File: src/rtl/ptes_pkg.sv
// package for the panel toggle/encoder scanner
// holds the request and result types, operation codes, host read slots and decoder constants
// no dependencies
package ptes_pkg;

  typedef enum logic [2:0] {
    OP_PIN_CHANGE = 3'd0,
    OP_SETTLE     = 3'd1,
    OP_ENC_SAMPLE = 3'd2,
    OP_POT_SAMPLE = 3'd3,
    OP_READ_START = 3'd4,
    OP_READ_NEXT  = 3'd5
  } op_t;

  typedef struct packed {
    op_t        operation;
    logic [7:0] step_switches;
    logic       page_button;
    logic       encoder_button;
    logic [1:0] quad_first;
    logic [1:0] quad_second;
    logic       pot_index;
    logic [7:0] pot_value;
  } in_req_t;

  typedef struct packed {
    logic [7:0] read_byte;
    logic       read_error;
    logic [7:0] step_display;
    logic       page_shown;
    logic       encoder_toggle;
    logic [7:0] encoder_position;
  } out_req_t;

  // host read slots, in read order
  localparam logic [2:0] SLOT_PAGE0  = 3'd0;
  localparam logic [2:0] SLOT_PAGE1  = 3'd1;
  localparam logic [2:0] SLOT_POT0   = 3'd2;
  localparam logic [2:0] SLOT_POT1   = 3'd3;
  localparam logic [2:0] SLOT_COUNT  = 3'd4;
  localparam logic [2:0] SLOT_BUTTON = 3'd5;
  localparam logic [2:0] READ_BYTES  = 3'd6;

  // quadrature history patterns that count a detent
  localparam logic [3:0] QUAD_CW_A  = 4'b0001;
  localparam logic [3:0] QUAD_CW_B  = 4'b1110;
  localparam logic [3:0] QUAD_CCW_A = 4'b0010;
  localparam logic [3:0] QUAD_CCW_B = 4'b1101;

endpackage

File: src/rtl/panel_toggle_encoder_scanner.sv
// top level of the front-panel scanner: debounced toggles, pot store, host read
// depends on ptes_pkg and ptes_quad
//
// One request enters per clock while in_stall is low. A request is captured
// in an input register, applied to the panel state as it advances, and its
// result held in an output register. Every request gives exactly one result.
// The input register keeps taking requests while a finished result waits,
// and in_stall rises only when both registers are full and out_stall is
// high. There is no clearing pass after reset.
module panel_toggle_encoder_scanner (
  input  logic                clk,
  input  logic                rst_n,
  input  logic                in_valid,
  output logic                in_stall,
  input  ptes_pkg::in_req_t   in_data,
  output logic                out_valid,
  input  logic                out_stall,
  output ptes_pkg::out_req_t  out_data
);
  import ptes_pkg::*;

  // pipeline control
  logic     req_valid_r;
  in_req_t  req_r;
  logic     out_valid_r;
  out_req_t out_data_r, out_data_nxt;
  logic     advance;
  logic     take;

  assign advance  = req_valid_r && (!out_valid_r || !out_stall);
  assign in_stall = req_valid_r && !advance;
  assign take     = in_valid && !in_stall;

  // panel state
  logic [7:0] pattern_r [2];
  logic [7:0] pattern_nxt [2];
  logic       page_sel_r, page_sel_nxt;
  logic       btn_toggle_r, btn_toggle_nxt;
  logic [7:0] snap_steps_r, snap_steps_nxt;
  logic       snap_page_r, snap_page_nxt;
  logic       snap_button_r, snap_button_nxt;
  logic       settling_r, settling_nxt;
  logic [7:0] pot_r [2];
  logic [7:0] pot_nxt [2];
  logic [2:0] read_ptr_r, read_ptr_nxt;
  logic [7:0] shown_r, shown_nxt;
  logic [7:0] rbyte;
  logic       rerr;
  logic [7:0] position;
  logic       enc_en;

  function automatic logic [7:0] host_byte(
    input logic [2:0] slot,
    input logic [7:0] pat0,
    input logic [7:0] pat1,
    input logic [7:0] pot0,
    input logic [7:0] pot1,
    input logic [7:0] count,
    input logic       toggle
  );
    logic [7:0] b;
    case (slot)
      SLOT_PAGE0:  b = pat0;
      SLOT_PAGE1:  b = pat1;
      SLOT_POT0:   b = pot0;
      SLOT_POT1:   b = pot1;
      SLOT_COUNT:  b = count;
      SLOT_BUTTON: b = {7'd0, toggle};
      default:     b = 8'd0;
    endcase
    return b;
  endfunction

  assign enc_en = advance && (req_r.operation == OP_ENC_SAMPLE);

  ptes_quad u_quad (
    .clk         (clk),
    .rst_n       (rst_n),
    .sample_en   (enc_en),
    .quad_first  (req_r.quad_first),
    .quad_second (req_r.quad_second),
    .position    (position)
  );

  always_comb begin
    pattern_nxt     = pattern_r;
    page_sel_nxt    = page_sel_r;
    btn_toggle_nxt  = btn_toggle_r;
    snap_steps_nxt  = snap_steps_r;
    snap_page_nxt   = snap_page_r;
    snap_button_nxt = snap_button_r;
    settling_nxt    = settling_r;
    pot_nxt         = pot_r;
    read_ptr_nxt    = read_ptr_r;
    shown_nxt       = shown_r;
    rbyte           = 8'd0;
    rerr            = 1'b0;
    if (advance) begin
      case (req_r.operation)
        OP_PIN_CHANGE: begin
          if (!settling_r) begin
            snap_steps_nxt  = req_r.step_switches;
            snap_page_nxt   = req_r.page_button;
            snap_button_nxt = req_r.encoder_button;
            settling_nxt    = 1'b1;
          end
        end
        OP_SETTLE: begin
          if (settling_r) begin
            if (snap_page_r == req_r.page_button) begin
              page_sel_nxt = page_sel_r ^ snap_page_r;
            end
            // pattern toggle uses the page selected after this tick
            if (snap_steps_r == req_r.step_switches) begin
              pattern_nxt[page_sel_nxt] = pattern_r[page_sel_nxt] ^ snap_steps_r;
              shown_nxt                 = pattern_r[page_sel_nxt] ^ snap_steps_r;
            end
            if (snap_button_r == req_r.encoder_button) begin
              btn_toggle_nxt = btn_toggle_r ^ snap_button_r;
            end
            settling_nxt = 1'b0;
          end
        end
        OP_ENC_SAMPLE: begin
          // handled in the decoder
        end
        OP_POT_SAMPLE: begin
          pot_nxt[req_r.pot_index] = req_r.pot_value;
        end
        OP_READ_START: begin
          rbyte = host_byte(SLOT_PAGE0, pattern_r[0], pattern_r[1], pot_r[0], pot_r[1],
                            position, btn_toggle_r);
          read_ptr_nxt = 3'd1;
        end
        OP_READ_NEXT: begin
          if (read_ptr_r < READ_BYTES) begin
            rbyte = host_byte(read_ptr_r, pattern_r[0], pattern_r[1], pot_r[0], pot_r[1],
                              position, btn_toggle_r);
            read_ptr_nxt = read_ptr_r + 3'd1;
          end else begin
            rerr         = 1'b1;
            read_ptr_nxt = READ_BYTES;
          end
        end
        default: begin
        end
      endcase
    end
    out_data_nxt.read_byte        = rbyte;
    out_data_nxt.read_error       = rerr;
    out_data_nxt.step_display     = shown_nxt;
    out_data_nxt.page_shown       = page_sel_nxt;
    out_data_nxt.encoder_toggle   = btn_toggle_nxt;
    out_data_nxt.encoder_position = position;
  end

  always_ff @(posedge clk) begin
    if (!rst_n) begin
      req_valid_r   <= 1'b0;
      out_valid_r   <= 1'b0;
      pattern_r[0]  <= '0;
      pattern_r[1]  <= '0;
      page_sel_r    <= 1'b0;
      btn_toggle_r  <= 1'b0;
      snap_steps_r  <= '0;
      snap_page_r   <= 1'b0;
      snap_button_r <= 1'b0;
      settling_r    <= 1'b0;
      pot_r[0]      <= '0;
      pot_r[1]      <= '0;
      read_ptr_r    <= '0;
      shown_r       <= '0;
    end else begin
      if (take) begin
        req_valid_r <= 1'b1;
      end else if (advance) begin
        req_valid_r <= 1'b0;
      end
      if (advance) begin
        out_valid_r <= 1'b1;
      end else if (!out_stall) begin
        out_valid_r <= 1'b0;
      end
      pattern_r     <= pattern_nxt;
      page_sel_r    <= page_sel_nxt;
      btn_toggle_r  <= btn_toggle_nxt;
      snap_steps_r  <= snap_steps_nxt;
      snap_page_r   <= snap_page_nxt;
      snap_button_r <= snap_button_nxt;
      settling_r    <= settling_nxt;
      pot_r         <= pot_nxt;
      read_ptr_r    <= read_ptr_nxt;
      shown_r       <= shown_nxt;
    end
  end

  always_ff @(posedge clk) begin
    if (take) begin
      req_r <= in_data;
    end
    if (advance) begin
      out_data_r <= out_data_nxt;
    end
  end

  assign out_valid = out_valid_r;
  assign out_data  = out_data_r;

endmodule

File: src/rtl/ptes_quad.sv
// quadrature decoder: 4-bit level history and wrapping 8-bit detent count
// uses ptes_pkg for the history patterns
module ptes_quad (
  input  logic       clk,
  input  logic       rst_n,
  input  logic       sample_en,
  input  logic [1:0] quad_first,
  input  logic [1:0] quad_second,
  output logic [7:0] position
);
  import ptes_pkg::*;

  logic [3:0] history_r, history_nxt;
  logic [7:0] count_r, count_nxt;

  always_comb begin
    history_nxt = history_r;
    count_nxt   = count_r;
    // only a reading that agrees on both samples moves the history
    if (sample_en && (quad_first == quad_second)) begin
      history_nxt = {history_r[1:0], quad_first};
      if (history_nxt inside {QUAD_CW_A, QUAD_CW_B}) begin
        count_nxt = count_r + 8'd1;
      end else if (history_nxt inside {QUAD_CCW_A, QUAD_CCW_B}) begin
        count_nxt = count_r - 8'd1;
      end
    end
  end

  always_ff @(posedge clk) begin
    if (!rst_n) begin
      history_r <= '0;
      count_r   <= '0;
    end else begin
      history_r <= history_nxt;
      count_r   <= count_nxt;
    end
  end

  assign position = count_nxt;

endmodule
File: config.mk
export PLATFORM = sky130hd
export DESIGN_NAME = panel_toggle_encoder_scanner
export DESIGN_NICKNAME = d
export VERILOG_FILES = /design/src/rtl/ptes_pkg.sv /design/src/rtl/panel_toggle_encoder_scanner.sv /design/src/rtl/ptes_quad.sv
export SDC_FILE = /design/constraint.sdc
export NUM_CORES = 1
export LEC_CHECK = 0
export BUFFER_PORTS_ARGS = -buffer_cell sky130_fd_sc_hd__buf_2
export CORE_ASPECT_RATIO = 1.75
export CORE_MARGIN = 2
export CORE_UTILIZATION = 51
export CTS_CLUSTER_SIZE = 14
export DETAILED_ROUTE_END_ITERATION = 6
export PLACE_DENSITY = 0.8
export REMOVE_ABC_BUFFERS = 1
export SLEW_MARGIN = 30
export SYNTH_ARGS = -nofsm -noshare
export SYNTH_HDL_FRONTEND = slang
export SYNTH_SLANG_ARGS = --single-unit
File: constraint.sdc
create_clock -name clk -period 2.4 [get_ports clk]
set_input_delay 0.12 -clock clk [delete_from_list [all_inputs] [get_ports clk]]
set_output_delay 0.12 -clock clk [all_outputs]
set_load 0.1 [all_outputs]
==> flow_summary_export.csv <==
group,metric,value,unit
placed_design,port-buffer-count,58,
finish,final_area,6930,um2
worst_hold_path,hold_class,"in2reg",
sta,finalSetupTns,0,ps
critical_path,cp.required,2540,ps
route,wl,12500,um
logic_synthesis,synth_ff_type,"dfxtp_1",
global_route,grtUsageTotal,23.5,%
critical_path,startpoint_type,"flop",
cts,clock_sinks,121,
route,vias,4300,
cts,cts_buffers,17,
sta,clock_skew,6.24,ps
sta,tightest_slew,753,ps
critical_path,crit_fanout,6,
global_route,grt_pass1_wl,20700,um
finish,diodes,0,
sta,finalCriticalPeriod,2180,ps
route,wl_per_cell,16.4,um
die,rows,50,
finish,drive_gt1_share,18.0,%
cts,cts_max_level,4,
sta,relSlewSlack,49.4,%
logic_synthesis,syn_area,5520,um2
finish,fin_util,65.1,%
die,core-area,10600,um2
placed_design,place_hpwl,8840,um
cts,clkTransAtPathRegs,50,ps
route,postRouteAntennaNets,0,
finish,final_nets,656,
logic_synthesis,avgSynthCellArea,10.5,um2
global_route,grt_pass1_vias,4295,
logic_synthesis,synth_top_area_cell,"edfxtp_1",
pwr,vdd_drop_max,0.559,mV
finish,area_delta_synth_final,25.5,%
route,first_pass_iters,7,
outcome,outcome,"finished, final reports clean",
sta,hold-worst-slack,262,ps
placed_design,placed_area,5980,um2
sta,setup_viol,0,
die,io_pins,59,
sta,rsz0062_at_grt,"no",
critical_path,arrival,2320,ps
logic_synthesis,syn_inst,526,
sta,timing.final.crit_share,90.7,%
route,drt_iter0_drc,281,
global_route,gr-total-overflow,0,
critical_path,worstSetupPathType,"reg2reg",
global_route,antenna_found_initial,0,
die,start_util,51.9,%
logic_synthesis,ys_ff_latch,121,
job,cap_violations,0,
logic_synthesis,synth_top_cell_area_share,28.8,%
logic_synthesis,ys_warn_count,0,
logic_synthesis,ys_types,61,
logic_synthesis,synth_edf_count,53,
route,drc,0,
sta,fmax,0.459,GHz
sta,slew_viol_final,0,
die,die_w,82.6,um
placed_design,place_congestion,0.967,
pwr,p_leak,2.86,nW
die,die_area,11700,um2
route,routed_via_density,5.64,
logic_synthesis,async_flop_share,0,%
cts,clockBufferDepth,2,
die,die_y,142,um
sta,hold_viol,0,
cts,clk_latency,400,ps
global_route,grt_max_degree,36,
cts,cts_tree,"yes",
cts,cts_root_buf,"clkbuf_16",
critical_path,endpoint_kind,"flop",
logic_synthesis,synth.top_cells.by_area,"edfxtp_1, dfxtp_1, mux2i_1",
pwr,power_density,765,nW/um2
logic_synthesis,yosysSeqAreaShare,53.5,%
-- placed cells by master, fill, tap and decap left out, types with 13 or more instances in the layout --
master,count
dfxtp_1,68
buf_2,58
nor2_1,53
edfxtp_1,53
nand2_1,46
mux2i_1,45
dlygate4sd3_1,28
nand3_1,21
o21ai_0,20
clkbuf_16,18
inv_1,16
xor2_1,16
a21oi_1,16
nand2b_1,16
buf_4,16
nor3_1,13
-- registers in the layout, indices dropped and copies added (netlist names) --
register,cells
settling_r,1
u_quad.history_r,2
pattern_r,16
snap_page_r,1
shown_r,8
req_r,26
snap_steps_r,8
req_valid_r,1
snap_button_r,1
pot_r,16
u_quad.count_r,8
btn_toggle_r,1
out_valid,1
page_sel_r,1
read_ptr_r,3
out_data,27
-- cell type report --
| type | instances | area (um2) |
|---|---|---|
| Inverter | 16 | 60.1 |
| Sequential cell | 121 | 2950 |
| Timing Repair Buffer | 104 | 731 |
| Multi-Input combinational cell | 359 | 2370 |
| Clock inverter | 11 | 165 |
| Tap cell | 130 | 163 |
| Fill cell | 821 | 3710 |
| Clock buffer | 21 | 482 |
-- cells in the mapped netlist (5+ instances only) --
master,n
clkbuf_1,18
a222oi_1,8
nor2_1,53
inv_1,16
xor2_1,16
a21boi_0,9
nand2b_1,16
o21ai_0,20
dfxtp_1,68
nand3b_1,10
a22oi_1,6
nor3_1,13
edfxtp_1,53
buf_2,7
and3_1,10
ha_1,7
mux2i_1,45
nand2_1,46
a21oi_1,16
nand3_1,21
nor4_1,5
-- final timing paths --
kind                                                    from  cells past startpoint  slack (ps)                    endpoint
worst max-delay path            u_quad.count_r[0]$_SDFF_PN0_                      7         220  out_data[25]$_SDFFCE_PP0N_
worst min-delay path                                   rst_n                      4         260  pattern_r[12]$_SDFFE_PN0P_
worst max register to register  u_quad.count_r[0]$_SDFF_PN0_                      7         220  out_data[25]$_SDFFCE_PP0N_
worst min register to register         shown_r[7]$_SDFF_PN0_                      2         460       shown_r[7]$_SDFF_PN0_
-- layer usage --
layer | global-route usage (%) | routed length (um) | up-vias
met5 | 0 | 0 | -
met4 | 12.3 | 592 | 0
met3 | 5.09 | 557 | 39
met2 | 41.2 | 6830 | 149
met1 | 25.6 | 4520 | 2020
li1 | - | - | 2092
-- critical path, cell delays in order (launching register included) --
cell and delay, ps:
dfxtp_1 350, inv_1 110, ha_1 210, or3b_2 470
nor4b_1 260, o211ai_1 150, xor2_1 240, o21ai_0 120
-- power breakdown --
group / internal [W] / leakage [nW] / switching [W] / total (W)
Sequential: 0.00220 / 1.07 / 0.0000380 / 0.00224
Clock: 0.00185 / 0.310 / 0.000868 / 0.00272
Combinational: 0.000108 / 1.48 / 0.000234 / 0.000342
-- cell families (layout without fill, tap and decap cells) --
kind of cell | after synthesis | count (layout) | synth area share, %
flip-flops | 121 | 121 | 53.5
AO/OA/AOI/OAI | 87 | 87 | 11.0
adder cells (fa/ha/maj) | 7 | 7 | 1.59
buffers and inverters | 46 | 152 | 3.65
multiplexers | 45 | 45 | 8.16
XOR/XNOR | 20 | 20 | 3.17
AND/OR/NAND/NOR | 200 | 200 | 18.9
-- timing repair --
action                                  4_1_cts  5_1_grt
hold buffers                                 28        0
endpoints found under the setup margin        0        2
hold endpoints to repair                     28        0
resized for setup                             0        0
buffers inserted                              0        2
-- through the flow --
stage,setup slack [ps],cells,power (W)
after floorplan,-673,496,0.00249
after global placement,257,700,0.00258
after detailed placement,213,700,0.00259
after CTS,176,760,0.00534
after global routing,27.0,762,0.00545
final,223,762,0.00530
No activity file was read; power rests on OpenSTA's default activity.
